## src/hdl/spwh_pkg.sv

```systemverilog
// spwh_pkg: shared widths and defaults for the sparse phrase window hash
// no dependencies
`timescale 1ns / 1ps

package spwh_pkg;

  localparam int WINDOW_PHRASES_DEF = 5;
  localparam int HASH_W             = 32;
  localparam int SUBSET_W           = 4;
  localparam int WARM_W             = 3;

endpackage

```

## src/hdl/spwh_issue.sv

```systemverilog
// spwh_issue: head of the cell chain, holds the current item and issues one
// subset token per cycle while the chain advances. depends on spwh_pkg
`timescale 1ns / 1ps

module spwh_issue #(
  parameter int WINDOW_PHRASES = spwh_pkg::WINDOW_PHRASES_DEF,
  parameter int DEPTH          = WINDOW_PHRASES - 1
) (
  input  logic                       clk,
  input  logic                       rst,
  input  logic                       adv,
  input  logic                       phrase_valid,
  output logic                       phrase_stall,
  input  logic [spwh_pkg::HASH_W-1:0] phrase_hash,
  output logic                       tok_valid,
  output logic [spwh_pkg::HASH_W-1:0] tok_acc,
  output logic [spwh_pkg::HASH_W-1:0] tok_carry,
  output logic [DEPTH-1:0]           tok_idx,
  output logic                       tok_last
);
  import spwh_pkg::*;

  logic              busy;
  logic [HASH_W-1:0] cur;
  logic [DEPTH-1:0]  idx;
  logic [DEPTH-1:0]  last_idx;
  logic [DEPTH-1:0]  last_idx_next;
  logic [WARM_W-1:0] warm;
  logic              accept;

  assign tok_valid    = busy;
  assign tok_acc      = cur << 1;
  assign tok_carry    = cur;
  assign tok_idx      = idx;
  assign tok_last     = (idx == last_idx);
  assign phrase_stall = busy && !(adv && tok_last);
  assign accept       = phrase_valid && !phrase_stall;

  // 2^warm - 1 as a run of ones
  always_comb begin
    for (int b = 0; b < DEPTH; b++) begin
      last_idx_next[b] = (WARM_W'(b) < warm);
    end
  end

  always_ff @(posedge clk) begin
    if (rst) begin
      busy <= 1'b0;
      warm <= '0;
    end else begin
      if (accept) begin
        busy <= 1'b1;
        if (warm < WARM_W'(DEPTH)) begin
          warm <= warm + WARM_W'(1);
        end
      end else if (adv && busy && tok_last) begin
        busy <= 1'b0;
      end
    end
  end

  always_ff @(posedge clk) begin
    if (accept) begin
      cur      <= phrase_hash;
      idx      <= '0;
      last_idx <= last_idx_next;
    end else if (adv && busy && !tok_last) begin
      idx <= idx + DEPTH'(1);
    end
  end

endmodule

```

## src/hdl/spwh_cell.sv

```systemverilog
// spwh_cell: one window cell, holds one previous hash, adds its weighted term
// and shifts the window at item boundaries. depends on spwh_pkg
`timescale 1ns / 1ps

module spwh_cell #(
  parameter int DEPTH  = spwh_pkg::WINDOW_PHRASES_DEF - 1,
  parameter int CELL_K = 0
) (
  input  logic                        clk,
  input  logic                        rst,
  input  logic                        adv,
  input  logic                        in_valid,
  input  logic [spwh_pkg::HASH_W-1:0] in_acc,
  input  logic [spwh_pkg::HASH_W-1:0] in_carry,
  input  logic [DEPTH-1:0]            in_idx,
  input  logic                        in_last,
  output logic                        out_valid,
  output logic [spwh_pkg::HASH_W-1:0] out_acc,
  output logic [spwh_pkg::HASH_W-1:0] out_carry,
  output logic [DEPTH-1:0]            out_idx,
  output logic                        out_last
);
  import spwh_pkg::*;

  logic [HASH_W-1:0] prev;
  logic [HASH_W-1:0] term;

  // weight 2^k times (2^(k+1) + 1)
  assign term = in_idx[CELL_K] ? ((prev << (2 * CELL_K + 1)) + (prev << CELL_K)) : '0;

  always_ff @(posedge clk) begin
    if (rst) begin
      out_valid <= 1'b0;
      prev      <= '0;
    end else if (adv) begin
      out_valid <= in_valid;
      if (in_valid && in_last) begin
        prev <= in_carry;
      end
    end
  end

  always_ff @(posedge clk) begin
    if (adv) begin
      out_acc   <= in_acc + term;
      out_carry <= prev;
      out_idx   <= in_idx;
      out_last  <= in_last;
    end
  end

endmodule

```

## src/hdl/sparse_phrase_window_hash.sv

```systemverilog
// sparse_phrase_window_hash: sparse polynomial hashes over a phrase window
// the item is registered at the chain head, and each token then passes through the cells
// throughput: one result per cycle unless result_stall holds the chain; once warm,
// 2^(WINDOW_PHRASES-1) results per item (16 at default), issued singly by the head
// reset: window hashes and warm-up count cleared, no item in flight
// depends on spwh_pkg, spwh_issue, spwh_cell
`timescale 1ns / 1ps

module sparse_phrase_window_hash #(
  parameter int WINDOW_PHRASES = spwh_pkg::WINDOW_PHRASES_DEF
) (
  input  logic                          clk,
  input  logic                          rst,
  input  logic                          phrase_valid,
  output logic                          phrase_stall,
  input  logic [spwh_pkg::HASH_W-1:0]   phrase_hash,
  output logic                          result_valid,
  input  logic                          result_stall,
  output logic [spwh_pkg::HASH_W-1:0]   hash_value,
  output logic [spwh_pkg::SUBSET_W-1:0] subset_index,
  output logic                          last
);
  import spwh_pkg::*;

  localparam int DEPTH = WINDOW_PHRASES - 1;

  logic                    adv;
  logic [DEPTH:0]          ch_valid;
  logic [HASH_W-1:0]       ch_acc   [DEPTH+1];
  logic [HASH_W-1:0]       ch_carry [DEPTH+1];
  logic [DEPTH-1:0]        ch_idx   [DEPTH+1];
  logic [DEPTH:0]          ch_last;
  logic [DEPTH+SUBSET_W-1:0] idx_ext;

  assign adv = !ch_valid[DEPTH] || !result_stall;

  spwh_issue #(
    .WINDOW_PHRASES(WINDOW_PHRASES),
    .DEPTH(DEPTH)
  ) u_issue (
    .clk(clk),
    .rst(rst),
    .adv(adv),
    .phrase_valid(phrase_valid),
    .phrase_stall(phrase_stall),
    .phrase_hash(phrase_hash),
    .tok_valid(ch_valid[0]),
    .tok_acc(ch_acc[0]),
    .tok_carry(ch_carry[0]),
    .tok_idx(ch_idx[0]),
    .tok_last(ch_last[0])
  );

  for (genvar k = 0; k < DEPTH; k++) begin : g_cell
    spwh_cell #(
      .DEPTH(DEPTH),
      .CELL_K(k)
    ) u_cell (
      .clk(clk),
      .rst(rst),
      .adv(adv),
      .in_valid(ch_valid[k]),
      .in_acc(ch_acc[k]),
      .in_carry(ch_carry[k]),
      .in_idx(ch_idx[k]),
      .in_last(ch_last[k]),
      .out_valid(ch_valid[k+1]),
      .out_acc(ch_acc[k+1]),
      .out_carry(ch_carry[k+1]),
      .out_idx(ch_idx[k+1]),
      .out_last(ch_last[k+1])
    );
  end

  assign idx_ext      = {{SUBSET_W{1'b0}}, ch_idx[DEPTH]};
  assign result_valid = ch_valid[DEPTH];
  assign hash_value   = ch_acc[DEPTH];
  assign subset_index = idx_ext[SUBSET_W-1:0];
  assign last         = ch_last[DEPTH];

endmodule
```

## config.mk

```make
export PLATFORM = sky130hd
export DESIGN_NAME = sparse_phrase_window_hash
export DESIGN_NICKNAME = d
export VERILOG_FILES = /design/src/hdl/spwh_pkg.sv /design/src/hdl/spwh_issue.sv /design/src/hdl/spwh_cell.sv /design/src/hdl/sparse_phrase_window_hash.sv
export SDC_FILE = /design/constraint.sdc
export NUM_CORES = 1
export LEC_CHECK = 0
export ABC_CLOCK_PERIOD_IN_PS = 23100
export BUFFER_PORTS_ARGS = -buffer_cell sky130_fd_sc_hd__clkbuf_2
export CAP_MARGIN = 0
export CORE_MARGIN = 2
export CORE_UTILIZATION = 35
export CTS_BUF_LIST = sky130_fd_sc_hd__clkbuf_4 sky130_fd_sc_hd__clkbuf_8
export CTS_CLUSTER_DIAMETER = 150
export DETAILED_ROUTE_END_ITERATION = 10
export PLACE_DENSITY = 0.57
export SYNTH_ARGS = -nofsm -noshare
export SYNTH_HDL_FRONTEND = slang
export SYNTH_SLANG_ARGS = --single-unit
```

## constraint.sdc

```tcl
create_clock -name clk -period 23.1 [get_ports clk]
set_input_delay 1.155 -clock clk [delete_from_list [all_inputs] [get_ports clk]]
set_output_delay 1.155 -clock clk [all_outputs]
set_load 0.02 [all_outputs]
```

==> metrics.md <==
| Metric | Value |
|---|---|
| Leakage power | 11.7 nW |
| Root Buffer | clkbuf_8 |
| Cell family with the largest share of critical-path delay | compound AO/OA/AOI/OAI gates |
| Clk sinks | 408 |
| Max IR drop VDD | 0.0000455 V |
| Post-route setup TNS | 0 ns |
| Slew margin rel. | 0.239 |
| WL met2 | 25900 um |
| Post-synth EDFFs | 274 |
| Clock Path Buffers | 3 |
| Total length of routed wires | 55400 um |
| Net total in the final layout | 2848 |
| Largest net degree at the start of global routing | 117 |
| Starting density of the core | 0.352 |
| Synth Register Bits | 408 |
| Ports | 75 |
| Status | completed |
| Final GP Congestion | 0.972 |
| Final max-slew violation count | 0 |
| DRT iter0 DRCs | 878 |
| Type of origin of the critical path | flop |
| Synthesis-to-finish area growth | 11.1% |
| Row cnt | 97 |
| Net count after synthesis | 2786 |
| DR top layer | met4 |
| First-pass GRT wire length | 90100 um |
| Die Y | 269 um |
| CP max FO | 5 |
| H-tree depth | 3 |
| Total track usage | 0.155 |
| CP Capture Type | flop |
| Core area | 0.0697 mm^2 |
| GRT overflow | 0 |
| Fin crit period | 5.27 ns |
| Initial DRT Pass Iterations | 5 |
| Fin util | 0.391 |
| CTS tree | built |
| Cts hold-fix bufs | 0 |
| Main synth FF type | edfxtp_1 |
| CP dominant cell by count | a21oi_1 |
| Mapped cell area | 0.0245 mm^2 |
| Hold crit path type | flop to flop |
| Clock skew | 0.0178 ns |
| Syn Inst Count | 2515 |
| Max stage delay cell, worst path | dfxtp_1 |
| Least-Margin Pin Slew | 1.14 ns |
| RSZ-0062 raised after global routing | no |
| WP buf/inv | 1 |
| Post-CTS setup buffers | 0 |
| Vias per cell | 4.98 |
| Routed Antenna Nets | 0 |
| Final count of hold timing violations | 0 |
| DR WL/cell | 15.5 um |
| Fill count | 6928 |
| WL met3 | 2020 um |
| Drt drc | 0 |
| Die X-Extent | 269 um |
| Crit path largest cell delay | 0.40 ns |
| Dpl hpwl | 41300 um |
| Final cycle utilization of the critical path | 0.228 |
| Number of port buffers | 74 |
| Count of final setup violators | 0 |
| Asr flop ratio synth | 0 |
| Max frequency | 190 MHz |
| Syn_area_per_cell | 9.76 um^2 |
| Initial antenna violation count | 1 |
| Metal1 wirelength | 26100 um |
| Synth Warn # | 0 |
| Yosys cell types | 76 |
| Sequential-to-total area share from yosys stat | 0.445 |
| Crit-path cells | ha_1 -> inv_1 -> fa_1 -> nor2b_1 -> o31a_1 -> o221a_2 -> o21ai_1 -> o31a_1 -> o2111ai_1 -> a21oi_1 -> xor2_1 -> nor2_1 -> ha_1 -> a21o_1 -> a21o_1 -> a21oi_1 -> nor2b_1 -> a41o_1 -> a311o_1 -> a21oi_1 -> o21ai_1 -> xor2_1 |
| CP required | 23.49 ns |
| CTS Buf Count | 76 |
| Post-CTS sizing | 0 |
| Max cap viols | 0 |
| Die area | 0.0722 mm^2 |
| Clock Pin Slew Worst Setup and Hold Paths | 0.05 ns |
| Setup CP Type | flop to flop |
| Critical path arrival | 5.65 ns |
| Vias in the first global route | 18000 |
| Via count | 17800 |
| Power per cell area | 65.3 mW/mm^2 |
| Fraction of layout cells with a size suffix above 1 | 0.0958 |
| Worst skew pair latency | 0.65 ns |
| N_diodes | 0 |
[metal layers]
| layer | track usage | vias up |
|---|---|---|
| met4 | 0.0489 | 0 |
| met5 | 0 | - |
| met3 | 0.0273 | 100 |
| met2 | 0.263 | 318 |
| met1 | 0.199 | 8181 |
| li1 | - | 9247 |
[worst paths after layout]
check,start,cells past startpoint,slack (ns),end
max,g_cell[0].u_cell.prev[1]$_SDFFE_PP0P_,22,17.83,g_cell[0].u_cell.out_acc[30]$_DFFE_PN_
min,g_cell[2].u_cell.out_idx[2]$_DFFE_PN_,0,0.42,g_cell[3].u_cell.out_idx[2]$_DFFE_PN_
max reg2reg,g_cell[0].u_cell.prev[1]$_SDFFE_PP0P_,22,17.83,g_cell[0].u_cell.out_acc[30]$_DFFE_PN_
min reg2reg,g_cell[2].u_cell.out_idx[2]$_DFFE_PN_,0,0.42,g_cell[3].u_cell.out_idx[2]$_DFFE_PN_
[report_power, final]
group	internal, mW	switching, mW
Sequential	0.839	0.0340
Clock	0.417	0.308
Combinational	0.0672	0.115
[logic make-up after synthesis]
group,share of synthesized area
compound gates,0.186
xor+xnor,0.0660
fa+ha+maj,0.122
buf+inv,0.0327
flops,0.445
mux,0.00331
simple gates,0.145
[synth_stat cells, drive strengths merged (32+ instances only)]
cell type | number | area [um^2]
clkbuf | 62 | 233
a21o | 106 | 796
nor2b | 32 | 200
edfxtp | 274 | 8230
xor2 | 64 | 561
a21oi | 294 | 1470
and2 | 41 | 257
buf | 37 | 274
o21ai | 110 | 551
nand2 | 338 | 1270
ha | 227 | 2840
nor2 | 174 | 656
inv | 78 | 293
dfxtp | 134 | 2680
nand3 | 48 | 240
xnor2 | 121 | 1060
nand2b | 33 | 206
[final cells by class]
type	count	area, um^2	share of cell area
Clock buffer	123	1480	0.0543
Multi-Input combinational cell	1929	12800	0.471
Tap cell	940	1180	0.0431
Inverter	79	304	0.0112
Timing Repair Buffer	83	440	0.0162
Clock inverter	19	125	0.00459
Sequential cell	408	10900	0.400
[flip-flops by register name, summed over array words and instances (netlist names), 3 cells and up]
register	count
g_cell.u_cell.out_idx	16
g_cell.u_cell.out_valid	4
g_cell.u_cell.prev	122
g_cell.u_cell.out_acc	128
u_issue.last_idx	4
u_issue.tok_idx	4
u_issue.tok_carry	32
g_cell.u_cell.out_carry	90
g_cell.u_cell.out_last	4
u_issue.warm	3
[per-stage QoR]
step / cell area [um^2] / hold slack, ns / std cells / power [mW] / worst slack, ns
CTS: 27300 / 0.415 / 3581 / 1.81 / 17.87
global placement: 25700 / 0.403 / 3439 / 1.07 / 18.02
global route: 27300 / 0.424 / 3581 / 1.87 / 17.39
finish: 27300 / 0.415 / 3581 / 1.78 / 17.83
floorplan: 24500 / 0.400 / 2515 / 1.02 / 13.23
detailed placement: 25700 / 0.405 / 3439 / 1.07 / 17.93
[worst reg2reg max path, delay by kind of cell, from the launching register on]
kind            cells  cell delay, ns
compound gates     13            2.88
xor+xnor            2            0.32
simple gates        3            0.36
fa+ha+maj           3            0.98
flops               1            0.40
buf+inv             1            0.07
[placed cells by master, fill, tap and decap left out, types with 8 or more instances in the layout]
cell and count:
nand3_1 48, xnor2_1 121, o31ai_1 9, clkbuf_8 89, clkbuf_2 73, xor2_1 64
ha_1 227, o21ai_0 76, fa_1 8, a21o_1 106, clkbuf_4 34, dfxtp_1 134
buf_4 10, and2_1 41, a31oi_1 25, a2111oi_0 9, inv_1 76, or3_1 9
clkinv_2 8, a211oi_1 19, and3_1 30, or2_2 9, nor2b_1 31, a21oi_1 294
nor2_1 172, o21ai_1 34, nor3_1 31, o21a_1 30, nand2b_1 33, o21bai_1 30
edfxtp_1 274, nand2_1 338, nand4_1 13
No activity file was read; power rests on OpenSTA's default activity.
